`src/hdl/spf_pkg.sv`:
```
// ----------------------------------------------------------------------------
// spf_pkg
// Shared types, constants and the byte-wide CRC-16 update for the servo
// packet framer.
// ----------------------------------------------------------------------------
package spf_pkg;

    localparam int FRAME_BUFFER_BYTES = 256;
    localparam int FRAME_OVERHEAD     = 10;
    localparam logic [7:0] COUNT_LIMIT = 8'(FRAME_BUFFER_BYTES - FRAME_OVERHEAD);

    localparam logic [15:0] CRC_POLY  = 16'h8005;
    localparam logic [7:0]  SYNC_BYTE = 8'hFF;
    localparam logic [7:0]  MARK_BYTE = 8'hFD;
    localparam logic [7:0]  RSVD_BYTE = 8'h00;
    localparam logic [8:0]  LEN_EXTRA = 9'd3;

    typedef struct packed {
        logic [7:0] servo_id;
        logic [7:0] instruction;
        logic [7:0] param_count;
        logic [7:0] param_value;
    } item_t;

    typedef struct packed {
        logic [7:0] out_byte;
        logic       packet_end;
        logic       run_end;
    } result_t;

    // One classified item, as handed from the front end to the byte sequencer.
    typedef struct packed {
        logic       is_start;
        logic       has_param;
        logic       close;
        logic [7:0] servo_id;
        logic [7:0] instruction;
        logic [8:0] len;
        logic [7:0] param_value;
    } cmd_t;

    // MSB-first CRC-16 update over one byte, no reflection.
    function automatic logic [15:0] crc16_byte(input logic [15:0] crc,
                                               input logic [7:0]  data);
        logic [15:0] c;
        c = crc ^ {data, 8'h00};
        for (int k = 0; k < 8; k++) begin
            if (c[15])
                c = (c << 1) ^ CRC_POLY;
            else
                c = c << 1;
        end
        return c;
    endfunction

endpackage

```
`src/hdl/servo_packet_framer_crc16.sv`:
```
// With the sequencer idle, an item's first byte passes the command queue and
// then the result queue registers on its way to the result ports. A single
// byte-wide sequencer gives one byte per cycle while a command waits and the
// result queue has room; a two-entry command queue lets input run ahead. A
// parameter item gives its byte (plus CRC on close); a start adds the header.
// Reset: asynchronous, active low; clears packet state, CRC and both queues.
// ----------------------------------------------------------------------------
// servo_packet_framer_crc16
// Servo bus packet framer: header, id, length, instruction, parameters and a
// trailing CRC-16, one byte per result item.
// ----------------------------------------------------------------------------
module servo_packet_framer_crc16 (
    input  logic             clk,
    input  logic             rst_n,
    input  logic             push,
    output logic             full,
    input  spf_pkg::item_t   item,
    output logic             empty,
    input  logic             pop,
    output spf_pkg::result_t result
);

    spf_pkg::cmd_t front_cmd;
    spf_pkg::cmd_t head_cmd;
    logic          cmd_push;
    logic          cmd_full;
    logic          cmd_empty;
    logic          cmd_pop;

    spf_front u_front (
        .clk      (clk),
        .rst_n    (rst_n),
        .push     (push),
        .full     (full),
        .item     (item),
        .cmd_push (cmd_push),
        .cmd_full (cmd_full),
        .cmd      (front_cmd)
    );

    spf_cmd_queue u_cmd_queue (
        .clk     (clk),
        .rst_n   (rst_n),
        .push    (cmd_push),
        .full    (cmd_full),
        .wr_data (front_cmd),
        .empty   (cmd_empty),
        .pop     (cmd_pop),
        .rd_data (head_cmd)
    );

    spf_back u_back (
        .clk       (clk),
        .rst_n     (rst_n),
        .cmd_empty (cmd_empty),
        .cmd_pop   (cmd_pop),
        .cmd       (head_cmd),
        .empty     (empty),
        .pop       (pop),
        .result    (result)
    );

endmodule

```
`src/hdl/spf_front.sv`:
```
// ----------------------------------------------------------------------------
// spf_front
// Accepts input items, tracks packet state and turns each item into one
// command for the byte sequencer.
// ----------------------------------------------------------------------------
module spf_front (
    input  logic          clk,
    input  logic          rst_n,
    input  logic          push,
    output logic          full,
    input  spf_pkg::item_t item,
    output logic          cmd_push,
    input  logic          cmd_full,
    output spf_pkg::cmd_t cmd
);

    logic       in_packet_reg, in_packet_next;
    logic [7:0] params_left_reg, params_left_next;
    logic [7:0] count_sat;
    logic       accept;

    assign full     = cmd_full;
    assign accept   = push && !cmd_full;
    assign cmd_push = accept;

    assign count_sat = (item.param_count > spf_pkg::COUNT_LIMIT) ?
                       spf_pkg::COUNT_LIMIT : item.param_count;

    always_comb
    begin
        cmd.servo_id    = item.servo_id;
        cmd.instruction = item.instruction;
        cmd.param_value = item.param_value;
        cmd.len         = {1'b0, count_sat} + spf_pkg::LEN_EXTRA;
        if (!in_packet_reg)
        begin
            cmd.is_start     = 1'b1;
            cmd.has_param    = (count_sat != 8'd0);
            cmd.close        = (count_sat <= 8'd1);
            params_left_next = (count_sat == 8'd0) ? 8'd0 : count_sat - 8'd1;
        end
        else
        begin
            cmd.is_start     = 1'b0;
            cmd.has_param    = 1'b1;
            // A count that is already zero stays there and still closes.
            cmd.close        = (params_left_reg <= 8'd1);
            params_left_next = (params_left_reg == 8'd0) ? 8'd0 : params_left_reg - 8'd1;
        end
        in_packet_next = !cmd.close;
    end

    always_ff @(posedge clk or negedge rst_n)
    begin
        if (!rst_n)
        begin
            in_packet_reg   <= 1'b0;
            params_left_reg <= 8'd0;
        end
        else if (accept)
        begin
            in_packet_reg   <= in_packet_next;
            params_left_reg <= params_left_next;
        end
    end

endmodule

```
`src/hdl/spf_cmd_queue.sv`:
```
// ----------------------------------------------------------------------------
// spf_cmd_queue
// Two-entry command queue between the front end and the byte sequencer.
// ----------------------------------------------------------------------------
module spf_cmd_queue (
    input  logic          clk,
    input  logic          rst_n,
    input  logic          push,
    output logic          full,
    input  spf_pkg::cmd_t wr_data,
    output logic          empty,
    input  logic          pop,
    output spf_pkg::cmd_t rd_data
);

    spf_pkg::cmd_t entry_reg [2];
    logic          wr_ptr_reg;
    logic          rd_ptr_reg;
    logic [1:0]    count_reg, count_next;
    logic          do_push, do_pop;

    assign full    = (count_reg == 2'd2);
    assign empty   = (count_reg == 2'd0);
    assign do_push = push && !full;
    assign do_pop  = pop && !empty;
    assign rd_data = entry_reg[rd_ptr_reg];

    always_comb
    begin
        count_next = count_reg;
        if (do_push && !do_pop)
            count_next = count_reg + 2'd1;
        else if (do_pop && !do_push)
            count_next = count_reg - 2'd1;
    end

    always_ff @(posedge clk or negedge rst_n)
    begin
        if (!rst_n)
        begin
            wr_ptr_reg <= 1'b0;
            rd_ptr_reg <= 1'b0;
            count_reg  <= 2'd0;
        end
        else
        begin
            count_reg <= count_next;
            if (do_push)
                wr_ptr_reg <= !wr_ptr_reg;
            if (do_pop)
                rd_ptr_reg <= !rd_ptr_reg;
        end
    end

    always_ff @(posedge clk)
    begin
        if (do_push)
            entry_reg[wr_ptr_reg] <= wr_data;
    end

endmodule

```
`src/hdl/spf_back.sv`:
```
// ----------------------------------------------------------------------------
// spf_back
// Byte sequencer: expands each command into packet bytes, keeps the running
// CRC and feeds a two-entry result queue.
// ----------------------------------------------------------------------------
module spf_back (
    input  logic            clk,
    input  logic            rst_n,
    input  logic            cmd_empty,
    output logic            cmd_pop,
    input  spf_pkg::cmd_t   cmd,
    output logic            empty,
    input  logic            pop,
    output spf_pkg::result_t result
);

    typedef enum logic [3:0] {
        ST_HDR0,
        ST_HDR1,
        ST_HDR2,
        ST_HDR3,
        ST_ID,
        ST_LEN_LO,
        ST_LEN_HI,
        ST_INSTR,
        ST_PARAM,
        ST_CRC_LO,
        ST_CRC_HI
    } step_t;

    step_t       step_reg, step_next, cur_step;
    logic        active_reg;
    logic [15:0] crc_reg, crc_next;
    logic [7:0]  byte_val;
    logic        hashed;
    logic        last;

    spf_pkg::result_t res_reg [2];
    logic             res_wr_ptr_reg;
    logic             res_rd_ptr_reg;
    logic [1:0]       res_count_reg, res_count_next;
    logic             res_full;
    logic             emit;
    logic             do_pop;

    assign res_full = (res_count_reg == 2'd2);
    assign empty    = (res_count_reg == 2'd0);
    assign do_pop   = pop && !empty;
    assign result   = res_reg[res_rd_ptr_reg];
    assign emit     = !cmd_empty && !res_full;
    assign cmd_pop  = emit && last;

    always_comb
    begin
        if (active_reg)
            cur_step = step_reg;
        else if (cmd.is_start)
            cur_step = ST_HDR0;
        else
            cur_step = ST_PARAM;
    end

    always_comb
    begin
        byte_val  = spf_pkg::RSVD_BYTE;
        hashed    = 1'b1;
        last      = 1'b0;
        step_next = cur_step;
        case (cur_step)
            ST_HDR0:
            begin
                byte_val  = spf_pkg::SYNC_BYTE;
                step_next = ST_HDR1;
            end
            ST_HDR1:
            begin
                byte_val  = spf_pkg::SYNC_BYTE;
                step_next = ST_HDR2;
            end
            ST_HDR2:
            begin
                byte_val  = spf_pkg::MARK_BYTE;
                step_next = ST_HDR3;
            end
            ST_HDR3:
            begin
                byte_val  = spf_pkg::RSVD_BYTE;
                step_next = ST_ID;
            end
            ST_ID:
            begin
                byte_val  = cmd.servo_id;
                step_next = ST_LEN_LO;
            end
            ST_LEN_LO:
            begin
                byte_val  = cmd.len[7:0];
                step_next = ST_LEN_HI;
            end
            ST_LEN_HI:
            begin
                byte_val  = {7'd0, cmd.len[8]};
                step_next = ST_INSTR;
            end
            ST_INSTR:
            begin
                byte_val  = cmd.instruction;
                step_next = cmd.has_param ? ST_PARAM : ST_CRC_LO;
            end
            ST_PARAM:
            begin
                byte_val  = cmd.param_value;
                step_next = ST_CRC_LO;
                last      = !cmd.close;
            end
            ST_CRC_LO:
            begin
                byte_val  = crc_reg[7:0];
                hashed    = 1'b0;
                step_next = ST_CRC_HI;
            end
            ST_CRC_HI:
            begin
                byte_val  = crc_reg[15:8];
                hashed    = 1'b0;
                step_next = ST_HDR0;
                last      = 1'b1;
            end
            default:
            begin
                byte_val  = spf_pkg::RSVD_BYTE;
                step_next = ST_HDR0;
            end
        endcase
    end

    // A new packet restarts the CRC from zero on its first header byte.
    always_comb
    begin
        if (!hashed)
            crc_next = crc_reg;
        else if (cur_step == ST_HDR0)
            crc_next = spf_pkg::crc16_byte(16'h0000, byte_val);
        else
            crc_next = spf_pkg::crc16_byte(crc_reg, byte_val);
    end

    always_comb
    begin
        res_count_next = res_count_reg;
        if (emit && !do_pop)
            res_count_next = res_count_reg + 2'd1;
        else if (do_pop && !emit)
            res_count_next = res_count_reg - 2'd1;
    end

    always_ff @(posedge clk or negedge rst_n)
    begin
        if (!rst_n)
        begin
            active_reg     <= 1'b0;
            step_reg       <= ST_HDR0;
            crc_reg        <= 16'h0000;
            res_wr_ptr_reg <= 1'b0;
            res_rd_ptr_reg <= 1'b0;
            res_count_reg  <= 2'd0;
        end
        else
        begin
            res_count_reg <= res_count_next;
            if (do_pop)
                res_rd_ptr_reg <= !res_rd_ptr_reg;
            if (emit)
            begin
                res_wr_ptr_reg <= !res_wr_ptr_reg;
                crc_reg        <= crc_next;
                active_reg     <= !last;
                step_reg       <= step_next;
            end
        end
    end

    always_ff @(posedge clk)
    begin
        if (emit)
        begin
            res_reg[res_wr_ptr_reg].out_byte   <= byte_val;
            res_reg[res_wr_ptr_reg].packet_end <= (cur_step == ST_CRC_HI);
            res_reg[res_wr_ptr_reg].run_end    <= last;
        end
    end

endmodule
```
`config.mk`:
```
export PLATFORM = sky130hd
export DESIGN_NAME = servo_packet_framer_crc16
export DESIGN_NICKNAME = d
export VERILOG_FILES = /design/src/hdl/spf_pkg.sv /design/src/hdl/servo_packet_framer_crc16.sv /design/src/hdl/spf_front.sv /design/src/hdl/spf_cmd_queue.sv /design/src/hdl/spf_back.sv
export SDC_FILE = /design/constraint.sdc
export NUM_CORES = 1
export LEC_CHECK = 0
export ABC_AREA = 1
export BUFFER_PORTS_ARGS = -buffer_cell sky130_fd_sc_hd__buf_2
export CORE_AREA = 2 2 144 90
export DETAILED_ROUTE_END_ITERATION = 8
export DIE_AREA = 0 0 146 92
export GPL_ROUTABILITY_DRIVEN = 0
export HOLD_SLACK_MARGIN = 0.06
export PLACE_DENSITY = 0.72
export REMOVE_ABC_BUFFERS = 1
export SLEW_MARGIN = 20
export SYNTH_ARGS = -nofsm -noshare
export SYNTH_HDL_FRONTEND = slang
export SYNTH_SLANG_ARGS = --single-unit
```
`constraint.sdc`:
```
create_clock -name clk -period 9.36 [get_ports clk]
set_clock_uncertainty 0.1 [all_clocks]
set_input_delay 1.404 -clock clk [delete_from_list [all_inputs] [get_ports clk]]
set_output_delay 1.404 -clock clk [all_outputs]
set_load 0.005 [all_outputs]
```
# == After elaboration in Yosys (flattened, before gate mapping) ==
# Memory sizes are Yosys's and may differ from the RTL's.
# Cells that the tools add are included.
# totals
register_bits,38
ram_bits,92
output_inout_bits,12
wordCells,153
n_memories,2
# op_classes
add_sub_neg,7
n_lt_le_gt_ge,3
eq_ne,12
muxes,64
bitwise_logic,18
n_reduce_logical,36
# memory_table
name,depth,width,read_ports,rd_ports_with_merged_regs,wr,line,text
u_cmd_queue.entry_reg,2,36,1,0,1,spf_cmd_queue.sv:16,spf_pkg::cmd_t entry_reg [2];
u_back.res_reg,2,10,1,0,1,spf_back.sv:38,spf_pkg::result_t res_reg [2];
# op_table
op,count
16-bit 2-to-1 mux,45
8-bit case mux with 9 select lines,1
3-bit NOT,16
4-bit case mux with 10 select lines,1
8-bit 2-to-1 mux,4
4-bit by 3-bit equality test with 1-bit output (second input constant),4
8-bit by 1-bit <= comparator with 1-bit output (second input constant),2
8-bit zero test,2
8-bit by 1-bit subtractor with 8-bit output (second input constant),2
16-bit XOR,1
1-bit zero test,15
4-bit equality test (second input constant),3
1-bit logical AND,10
8-bit by 2-bit adder with 9-bit output (second input constant),1
4-bit by 2-bit equality test with 1-bit output (second input constant),2
8-bit greater-than comparator (second input constant),1
2-bit 2-to-1 mux,4
4-bit 2-to-1 mux,2
8-bit nonzero test,1
1-bit 2-to-1 mux,5
2-bit by 1-bit adder with 2-bit output (second input constant),2
2-bit equality test (second input constant),2
4-bit by 1-bit equality test with 1-bit output (second input constant),1
2-bit zero test,2
other kinds (8),11

# == Longest topological paths before layout ==
# Gate-level depths: netlist (run 1).
# An unclocked memory read counts as a cell.
# depth
depth_word,38
depth_mapped,24
ltp_nobuf,23

# == Hierarchy ==
# A second synthesis (run 1) with hierarchy kept.
# hier_totals
hier_cells,766
area_unflattened_um2,6897.9
# by_module_without_submodules
mod,n_inst,cells_per_inst,area_each_um2,seq_area_each_um2
spf_back,1,376,2874.0,1226.2
spf_cmd_queue,1,219,2846.5,2262.2
spf_front,1,171,1177.4,225.2

# == Worst setup path after synthesis (run 1) ==
# OpenSTA, ideal clock, no wires.
# synth_timing
path_kind,input -> register
startpoint,in push
endpoint,"mem u_cmd_queue.entry_reg[0][0] in the netlist's numbering, enable pin"
setup_ns,0.429
arrival_ns,3.304
required_time_ns,8.831
slack_ns,5.527
path_stages,3
cell_sequence,o21ai_1 -> clkbuf_1 -> nor2_1
# synth_via
elab_chain_len,4
# synth_lines
element,line,text
"start, declared",servo_packet_framer_crc16.sv:15,"input logic push,"
1-bit logical AND,spf_front.sv:23,assign accept = push && !cmd_full;
1-bit logical AND,spf_cmd_queue.sv:24,assign do_push = push && !full;
1-bit 2-to-1 mux,spf_cmd_queue.sv:57,if (do_push)
1-bit 2-to-1 mux (not written as such),spf_cmd_queue.sv:58,entry_reg[wr_ptr_reg] <= wr_data;
"end, declared",spf_cmd_queue.sv:16,
# Every way passes these cells.

# == Worst setup path after layout (run 1) ==
# layout_timing
startpoint,reg u_cmd_queue.rd_ptr_reg
endpoint,reg u_back.crc_reg[15]
# layout_via
elab_chain_len,31
word_cells_on_any_way,78
classes_between,9 x eq/ne; 48 x mux; 16 x bitwise; 4 x reduce/logical; 1 x memory
# layout_lines
element,line,text
"start, declared",spf_cmd_queue.sv:18,logic rd_ptr_reg;
"start signal, assigned",spf_cmd_queue.sv:51,rd_ptr_reg <= !rd_ptr_reg;
memory read 2 x 36 bit *,-,
4-bit 2-to-1 mux,spf_back.sv:57,else if (cmd.is_start)
4-bit 2-to-1 mux,spf_back.sv:55,if (active_reg)
4-bit by 1-bit equality test with 1-bit output or 4-bit zero test (tied branches),spf_back.sv:69,case (cur_step)
2-bit OR reduction (no source line),-,
8-bit case mux with 9 select lines *,spf_back.sv:69,
named net u_back.byte_val[4],spf_back.sv:34,logic [7:0] byte_val;
16-bit XOR,spf_pkg.sv:46,"c = crc ^ {data, 8'h00};"
(+16 left out),-,
16-bit 2-to-1 mux,spf_pkg.sv:48,if (c[15])
16-bit 2-to-1 mux,spf_back.sv:142,else if (cur_step == ST_HDR0)
16-bit 2-to-1 mux,spf_back.sv:140,if (!hashed)
16-bit 2-to-1 mux,spf_pkg.sv:48,
16-bit 2-to-1 mux,spf_back.sv:142,
16-bit 2-to-1 mux,spf_back.sv:140,
16-bit 2-to-1 mux,spf_pkg.sv:48,
16-bit 2-to-1 mux *,spf_back.sv:142,
"end signal, assigned",spf_back.sv:176,crc_reg <= crc_next;
"end, declared",spf_back.sv:33,"logic [15:0] crc_reg, crc_next;"
# The timed path passes the listed nets; every way through them passes the cells marked *. The select of a mux whose other input is x is not followed.
# A chain may end at the register's enable or synchronous reset.

==> results.py, run 1 <==
metrics = {
    "status": {
        "status": "finished, final reports clean",
    },
    "worst_setup_path": {
        "start_kind": "flip-flop",
        "cp_max_fo": 34,
        "crit_start": "u_cmd_queue.rd_ptr_reg",
        "cp-endpoint": "u_back.crc_reg[15]",
        "r2r_cells": 24,
        "r2r_slack_ns": 6.14,
        "cp.required_ns": 9.57,
        "critPathKind": "flip-flop to flip-flop",
        "cp_slowest_cell": "buf_4",
        "worstPathCellList": "buf_4 > inv_4 > nand2_4 > nand3_4 > nand2_4 > nand3_4 > nor2_1 > nor2_2 > nand2_2 > nand2_1 > nand2_1 > nand2_1 > nand2_1 > nand2_2 > nand2_1 > nand2_2 > nand2_2 > nand2_2 > nand2_1 > nand2_1 > nand3_1 > nand2_1 > nand3_1 > nand2_1",
        "r2r-start": "u_cmd_queue.rd_ptr_reg",
        "cp.arrival_ns": 3.42,
        "cpPeakStageDelay_ns": 0.36,
        "crit_top_cell": "nand2_1",
        "reg2reg_to": "u_back.crc_reg[15]",
        "worstSetupEndpointType": "flip-flop",
    },
    "global_route": {
        "overflow": 0,
        "grt_first_pass_wirelength_mm": 24.01,
        "grt_pass1_vias": 4766,
        "antenna_found_initial": 0,
        "grt_usage_pct": 23.19,
        "grt_max_degree": 39,
    },
    "finish": {
        "area_growth_pct": 15.82,
        "final_cell_mix": "nand2_1, edfxtp_1, inv_1",
        "final_common_cell": "nand2_1",
        "nets": 774,
        "final_cells": 913,
        "n_antenna_cell": 0,
        "largest_register_ffs": 72,
        "drive_gt1_share_pct": 17.63,
    },
    "sta": {
        "slew_headroom_pct": 31.00,
        "tns_ns": 0,
        "worst_pin_slew_ns": 1.031,
        "setup_viol": 0,
        "maxSlewViolCount": 0,
        "fin_ws_ns": 6.144,
        "hold_ws_ns": 0.4245,
        "rsz0062_at_grt": "false",
        "hold_viol_final": 0,
        "clock.fmax_mhz": 311.0,
        "min_period_ns": 3.216,
        "fin_crit_sh_pct": 34.36,
    },
    "synthesis": {
        "yosys_warnings": 0,
        "synthFlopType": "edfxtp_1",
        "ys_types": 43,
        "synth_edf_count": 92,
        "netlist_instances": 678,
        "synthArstFlopShare_pct": 29.23,
        "synth.ff_latch_count": 130,
        "syn_area_um2": 6471,
        "yosysSeqAreaShare_pct": 57.39,
        "syn_area_per_cell_um2": 9.545,
    },
    "clocking": {
        "clk_pin_slew_ns": 0.06,
        "cts_tree": "done",
        "clockRootBuffer": "clkbuf_16",
        "postCtsSetupRepairBufs": 0,
        "clock_latency_ns": 0.42,
        "clock_sinks": 130,
        "clockBufferDepth": 2,
        "ctsHoldBuffers": 0,
        "htreeDepth": 4,
        "cts_resized": 0,
        "cts_buffers": 17,
    },
    "place": {
        "dpl_worst_slack_ns": 5.849,
        "dp.cells": 879,
        "port_buffers": 47,
        "post-dp-hpwl_mm": 10.30,
    },
    "power": {
        "total_leakage_power_nw": 3.279,
        "design_power_total_mw": 3.156,
        "vdd_drop_max_uv": 230.4,
        "powerDensity_nw_per_um2": 421.0,
    },
    "die": {
        "io_pins": 48,
        "die_w_um": 146,
        "core-area_um2": 12330,
        "dieArea_um2": 13430,
        "std_cell_rows": 32,
        "die_y_um": 92,
        "initial_utilization_pct": 52.48,
    },
    "routing": {
        "drc": 0,
        "drtPass1Iterations": 4,
        "final_antenna_net_count": 0,
        "drtIter0Drc": 381,
        "vias": 4897,
        "wl_per_cell_um": 15.87,
        "drt_wl_total_mm": 14.49,
        "vias_per_cell": 5.364,
    },
    "hold_path": {
        "hold_path_class": "flip-flop to flip-flop",
    },
    "flow_run": {
        "cap_violations": 0,
    },
}
[stage by stage]
| step | util [%] | cell area [um2] |
|---|---|---|
| after floorplan | - | 6364 |
| after global placement | 55.48 | 6842 |
| after detailed placement | 55.51 | 6845 |
| after CTS | 60.43 | 7452 |
| after global routing | 60.78 | 7495 |
| final | 60.78 | 7495 |
[report_power, final]
part / leakage, nW / internal [mW] / switching (mW)
Clock: 0.286 / 0.420 / 0.255
Combinational: 1.68 / 0.467 / 1.03
Sequential: 1.31 / 0.881 / 0.106
Total: 3.28 / 1.77 / 1.39
[worst min path at each step]
stage / from / end / cells after the start / slack [ns]
finish: u_back.crc_reg[6] / u_back.crc_reg[6] / 2 / 0.42
global route: u_back.crc_reg[6] / u_back.crc_reg[6] / 2 / 0.45
CTS: u_back.crc_reg[6] / u_back.crc_reg[6] / 2 / 0.42
detailed placement: u_back.crc_reg[6] / u_back.crc_reg[6] / 2 / 0.41
global placement: u_back.crc_reg[6] / u_back.crc_reg[6] / 2 / 0.40
floorplan: u_back.crc_reg[6] / u_back.crc_reg[6] / 2 / 0.37
[kinds of logic (layout without fill, tap and decap cells)]
family | Yosys count | after routing | share of synthesized area (%)
adders and majority gates | 8 | 8 | 1.547
DFF | 130 | 130 | 57.39
muxes | 2 | 2 | 0.3094
xor gates and xnor gates | 29 | 29 | 4.157
buffers and inverters | 86 | 150 | 5.646
AOI/OAI and AO/OA | 77 | 77 | 6.632
and+or+nand+nor | 345 | 345 | 24.27
other | 1 | 2 | 0.05795
[layout make-up]
type,count,area [um2]
clock buffer,17,425.4
fill,1027,4837
tap,170,212.7
clock inverter,15,181.4
sequential,130,3714
inverter,67,254.0
multi-input combinational,463,2417
timing repair buffer,51,290.3
[Yosys cell counts (7+ instances only)]
master    count  area [um2]
inv_1        59       221.5
inv_2         7       26.28
nand2_2      13       81.33
edfxtp_1     92        2763
a21oi_1      21       105.1
nor2_1       42       157.7
clkbuf_1      8       30.03
dfrtp_1      38       950.9
xor2_1       25       219.0
nand2_1     207       777.0
ha_1          8       100.1
o21ai_0      32       160.2
nand4_1      14       87.58
nand3_1      39       195.2
[worst max-delay path, delay by kind of cell, from the launching register on]
kind | cells | cell delay [ns]
and+or+nand+nor | 22 | 2.07
buffers and inverters | 2 | 0.59
DFF | 1 | 0.32
[layer usage]
metal  share of wire, %  global-route usage [%]  wire (um)
met1                 48                   33.75       6916
met3                7.0                   5.871       1008
met4                1.0                   7.120        152
met5                  0                       0          0
met2                 44                   34.47       6407
(Power assumes the default switching activity.)
==> inputs of run 2 (changes only) <==
==> constraint.sdc (replaced) <==
create_clock -name clk -period 3.1 [get_ports clk]
set_clock_uncertainty 0.1 [all_clocks]
set_input_delay 0.465 -clock clk [delete_from_list [all_inputs] [get_ports clk]]
set_output_delay 0.465 -clock clk [all_outputs]
set_load 0.005 [all_outputs]
==> run 2 against run 1 <==
- clock-buffer cell count is 4 higher
- combinational power increased to 3.1 times the previous value
- fmax is 12% higher
- worst hold slack got worse by 0.33 ns
- cell area increased by 0.17%
- global-route usage is 0.20 points higher
- utilization up 0.10 points
- register-to-register slack worse by 5.9 ns
- critical path type unchanged
==> results.py, run 2 (synthesis gave the netlist of run 1 again) <==
metrics = {
    "worst_setup_path": {
        "r2r_slack_ns": 0.23,
        "critPathKind": "flip-flop to flip-flop",
        "cp_max_fo": 12,
        "cp.arrival_ns": 3.08,
        "worstSetupEndpointType": "flip-flop",
        "cp.required_ns": 3.30,
        "start_kind": "flip-flop",
    },
    "power": {
        "p_comb_share_pct": 48.2,
        "total_leakage_power_nw": 3.297,
        "p_int_mw": 5.333,
        "powerDensity_nw_per_um2": 1261,
        "design_power_total_mw": 9.466,
        "clockPowerShare_pct": 20.2,
        "seqPwrFrac_pct": 31.6,
        "vdd_drop_max_uv": 671.5,
        "sw_frac_of_total_pct": 43.66,
        "power_switching_mw": 4.133,
    },
    "sta": {
        "fin_crit_sh_pct": 92.64,
        "rsz0062_at_grt": "false",
        "worst_pin_slew_ns": 0.9515,
        "fin_ws_ns": 0.2282,
        "min_period_ns": 2.872,
        "maxSlewViolCount": 0,
        "slew_headroom_pct": 36.57,
        "hold_viol_final": 0,
        "clock.fmax_mhz": 348.2,
        "setup_viol": 0,
    },
    "finish": {
        "n_antenna_cell": 0,
        "nets": 782,
        "final_common_cell": "nand2_1",
        "design_area_um2": 7507,
        "drive_gt1_share_pct": 18.51,
        "largest_register_ffs": 72,
        "fillCellCount": 1032,
        "area_growth_pct": 16.01,
        "final_cell_mix": "nand2_1, edfxtp_1, inv_1",
    },
    "routing": {
        "vias": 4910,
        "drt_wl_total_mm": 14.67,
        "drtPass1Iterations": 5,
        "wl_per_cell_um": 15.93,
        "final_antenna_net_count": 0,
        "drc": 0,
        "drtIter0Drc": 493,
        "vias_per_cell": 5.331,
    },
    "die": {
        "die_w_um": 146,
        "dieArea_um2": 13430,
        "core-area_um2": 12330,
        "io_pins": 48,
        "initial_utilization_pct": 52.48,
        "die_y_um": 92,
        "std_cell_rows": 32,
    },
    "place": {
        "port_buffers": 47,
        "dpl_worst_slack_ns": 0.1958,
        "placed_area_um2": 6909,
        "post-dp-hpwl_mm": 10.50,
    },
    "flow_run": {
        "cap_violations": 0,
    },
    "clocking": {
        "cts_tree": "done",
        "htreeDepth": 4,
        "cts_buffers": 17,
        "clockBufferDepth": 2,
        "clockRootBuffer": "clkbuf_16",
        "clock_latency_ns": 0.42,
        "clock_sinks": 130,
        "ctsHoldBuffers": 0,
        "clk_pin_slew_ns": 0.06,
    },
    "global_route": {
        "grt_first_pass_wirelength_mm": 24.11,
        "overflow": 0,
        "grt_max_degree": 39,
        "grt_pass1_vias": 4721,
        "grt_usage_pct": 23.39,
        "antenna_found_initial": 0,
    },
    "status": {
        "status": "finished, final reports clean",
    },
    "hold_path": {
        "hold_path_class": "input pin to asynchronous set/reset pin",
    },
}
## run 2: cell types whose count changed in the layout (fill, tap and decap cells not counted), sizes merged
cell,delta
buf,+8
clkbuf,+4
inv,-3
bufinv,-1
clkinv,-1
clkinvlp,+1
## run 2: layout make-up
| cell class | count | area (um2) | share of cell area [%] |
|---|---|---|---|
| sequential | 130 | 3714 | 49.47 |
| tap | 170 | 212.7 | 2.833 |
| multi-input combinational | 463 | 2425 | 32.30 |
| inverter | 67 | 254.0 | 3.383 |
| clock inverter | 11 | 113.9 | 1.517 |
| timing repair buffer | 59 | 337.8 | 4.500 |
| clock buffer | 21 | 450.4 | 6.000 |
## run 2: worst paths after layout
check | from | endpoint | cells after the start
hold reg to reg | u_back.crc_reg[6] | u_back.crc_reg[6] | 2
setup reg to reg | u_back.active_reg | u_back.crc_reg[15] | 22
min in group clk | item[25] | u_cmd_queue.entry_reg[0][26] | 1
setup / recovery | u_back.active_reg | u_back.crc_reg[15] | 22
hold / removal | rst_n | u_front.params_left_reg[2] | 1
max in group asynchronous | rst_n | u_back.crc_reg[6] | 1
## run 2: repair_timing
action,CTS,global route
setup buffers,0,1
gates resized for setup,0,3
endpoints found under the setup margin,0,4
## run 2: worst max-delay path, stage by stage, from the launching register on
cell     delay [ns]
dfrtp_1        0.53
nand2_4        0.19
nor2_4         0.24
buf_12         0.15
nand3_1        0.09
nand4_1        0.15
nor2_2         0.07
nand2_2        0.09
nand2_1        0.06
nand2_1        0.13
nand2_1        0.07
nand2_1        0.11
nand2_2        0.07
nand2_1        0.08
nand2_2        0.07
nand2_2        0.06
nand2_2        0.06
nand2_1        0.10
nand2_1        0.08
nand3_1        0.08
nand2_1        0.06
nand3_1        0.07
nand2_1        0.06
## run 2: per-layer routing
layer | track usage (%) | part of all wire, %
met5 | 0 | 0
met4 | 7.443 | 1.4
met3 | 5.174 | 5.8
met2 | 35.53 | 44
met1 | 33.77 | 49
## run 2: power by group through the flow
stage	registers, mW	logic, mW	clock network (mW)
2_1_floorplan	2.97	3.19	0
3_3_place_gp	2.98	4.28	0
3_5_place_dp	3.00	4.45	0
4_1_cts	2.98	4.50	1.92
5_1_grt	3.04	5.16	2.01
6_report	2.99	4.57	1.91
## run 2: through the flow
step | setup TNS (ns) | hold WS (ns) | std cells | util (%)
after floorplan | -1.259 | 0.06941 | 660 | -
after global placement | 0 | 0.3961 | 888 | 56.03
after detailed placement | 0 | 0.4170 | 888 | 56.03
after CTS | 0 | 0.1301 | 920 | 60.60
after global routing | 0 | 0.1360 | 921 | 60.88
final | 0 | 0.09263 | 921 | 60.88
==> inputs of run 3 (changes only) <==
--- a/config.mk
+++ b/config.mk
@@ -7,14 +7,13 @@
 export LEC_CHECK = 0
 export ABC_AREA = 1
 export BUFFER_PORTS_ARGS = -buffer_cell sky130_fd_sc_hd__buf_2
-export CORE_AREA = 2 2 144 90
+export CORE_AREA = 2 2 138 86
 export DETAILED_ROUTE_END_ITERATION = 8
-export DIE_AREA = 0 0 146 92
+export DIE_AREA = 0 0 140 88
 export GPL_ROUTABILITY_DRIVEN = 0
 export HOLD_SLACK_MARGIN = 0.06
-export PLACE_DENSITY = 0.72
+export PLACE_DENSITY = 0.78
 export REMOVE_ABC_BUFFERS = 1
-export SLEW_MARGIN = 20
 export SYNTH_ARGS = -nofsm -noshare
 export SYNTH_HDL_FRONTEND = slang
 export SYNTH_SLANG_ARGS = --single-unit
==> run 3 against run 2 <==
- the run now ends with DRC left
- global-route usage rose by 2.0 points
- highest routed layer unchanged
- worst setup slack better by 0.094 ns
- wire length shrank 1.9%
- fmax increased by 3.4%
- combinational power hardly changed
- largest cell class unchanged
- utilization is 6.6 points higher
- critical path depth up 1
- first-iteration DRC count fell by 2.0%
==> results.py, run 3 (synthesis gave the netlist of run 1 again) <==
metrics = {
    "sta": {
        "maxSlewViolCount": 0,
        "clock.fmax_mhz": 360.0,
        "fin_ws_ns": 0.3222,
        "rsz0062_at_grt": "false",
        "setup_viol": 0,
        "hold_viol_final": 0,
        "slew_headroom_pct": 38.64,
        "hold_ws_ns": 0.07223,
        "worst_pin_slew_ns": 0.9205,
        "min_period_ns": 2.778,
        "fin_crit_sh_pct": 89.60,
    },
    "routing": {
        "wl_met3_mm": 1.061,
        "highest_layer": "met4",
        "met1_length_mm": 6.760,
        "drc": 2,
        "final_antenna_net_count": 0,
        "vias_per_cell": 5.462,
        "met2_length_mm": 6.409,
        "drt_wl_total_mm": 14.40,
        "drtPass1Iterations": 9,
        "drtIter0Drc": 483,
        "vias": 4905,
        "wl_per_cell_um": 16.03,
    },
    "clocking": {
        "cts_buffers": 17,
        "ctsHoldBuffers": 0,
        "clockRootBuffer": "clkbuf_16",
        "clk_pin_slew_ns": 0.06,
        "cts_tree": "done",
        "clock_latency_ns": 0.41,
        "clockBufferDepth": 2,
        "clock_sinks": 130,
        "htreeDepth": 4,
    },
    "place": {
        "dpl_worst_slack_ns": 0.2178,
        "placed_area_um2": 6884,
        "post-dp-hpwl_mm": 10.25,
        "port_buffers": 47,
    },
    "worst_setup_path": {
        "cp_max_fo": 16,
        "critPathBufInv": 3,
        "cp.required_ns": 3.30,
        "start_kind": "flip-flop",
        "worstPathCellList": "inv_4 > buf_4 > nand2_1 > nand2_1 > nand4_1 > o21ai_1 > inv_1 > nand2_2 > nand2_1 > nand2_1 > nand2_1 > nand2_1 > nand2_2 > nand2_1 > nand2_2 > nand2_2 > nand2_2 > nand2_1 > nand2_1 > nand3_1 > nand2_1 > nand3_1 > nand2_1",
        "critPathKind": "flip-flop to flip-flop",
        "cp.arrival_ns": 2.98,
        "cp_slowest_cell": "dfrtp_1",
        "cpPeakStageDelay_ns": 0.43,
        "worstSetupEndpointType": "flip-flop",
        "path_delay_family": "simple AND/OR/NAND/NOR gates",
        "crit_top_cell": "nand2_1",
    },
    "finish": {
        "area_growth_pct": 15.43,
        "n_antenna_cell": 0,
        "drive_gt1_share_pct": 18.30,
        "design_area_um2": 7470,
        "final_cell_mix": "nand2_1, edfxtp_1, inv_1",
        "final_common_cell": "nand2_1",
        "largest_register_ffs": 72,
        "final_core_util_pct": 67.46,
        "nets": 785,
    },
    "power": {
        "powerDensity_nw_per_um2": 1259,
        "total_leakage_power_nw": 3.306,
        "vdd_drop_max_uv": 661.3,
        "design_power_total_mw": 9.403,
    },
    "die": {
        "io_pins": 48,
        "die_y_um": 88,
        "die_w_um": 140,
        "dieArea_um2": 12320,
        "initial_utilization_pct": 58.44,
        "core-area_um2": 11070,
        "std_cell_rows": 30,
    },
    "hold_path": {
        "hold_path_class": "input pin to asynchronous set/reset pin",
    },
    "global_route": {
        "grt_usage_pct": 25.41,
        "grt_max_degree": 39,
        "overflow": 0,
        "antenna_found_initial": 0,
        "grt_pass1_vias": 4744,
        "grt_first_pass_wirelength_mm": 23.72,
    },
    "status": {
        "status": "finished, violations left",
        "violations": "DRC",
    },
    "flow_run": {
        "cap_violations": 0,
    },
}
## run 3: cell types whose count changed in the layout (fill, tap and decap cells not counted), sizes merged
cell | before | now
clkbuf | 21 | 22
buf | 59 | 62
clkinvlp | 4 | 2
clkinv | 5 | 6
## run 3: worst paths after layout
kind                                        startpoint                          end  slack (ns)  cells after the start
worst min register to register   u_back.res_wr_ptr_reg        u_back.res_wr_ptr_reg        0.44                      2
worst min-delay path                             rst_n   u_front.params_left_reg[4]        0.07                      1
max in group asynchronous                        rst_n            u_back.active_reg        2.17                      1
worst max register to register  u_cmd_queue.rd_ptr_reg           u_back.crc_reg[15]        0.32                     23
worst max-delay path            u_cmd_queue.rd_ptr_reg           u_back.crc_reg[15]        0.32                     23
min in group clk                               item[4]  u_cmd_queue.entry_reg[1][4]        0.14                      1
## run 3: timing repair
| item | CTS | global route |
|---|---|---|
| gates resized for setup | 0 | 2 |
| setup endpoints to repair | 0 | 4 |
| endpoints found under the hold margin | 0 | 0 |
| setup buffers | 0 | 3 |
## run 3: cell type report
class	instances	area, um2
multi-input cells	463	2416
clock buffers	22	444.2
fillers	830	3603
flip-flops and latches	130	3715
clock inverters	10	112.6
well taps	144	180.2
inverters	67	254.0
repair buffers	62	347.8
## run 3: layer usage
layer / global-route usage (%) / vias to the layer above
li1: - / 2384
met1: 35.71 / 2311
met2: 39.54 / 196
met3: 6.233 / 14
met4: 8.632 / 0
met5: 0 / -
## run 3: metrics by stage
step                      cells  TNS (ns)
after floorplan             660    -1.259
after global placement      863         0
after detailed placement    863         0
after CTS                   895         0
after global routing        898         0
final                       898         0
## run 3: report_power, final
group	leakage [nW]	internal, mW	switching (mW)
sequential	1.31	2.66	0.322
clock	0.268	1.18	0.705
combinational	1.73	1.47	3.07
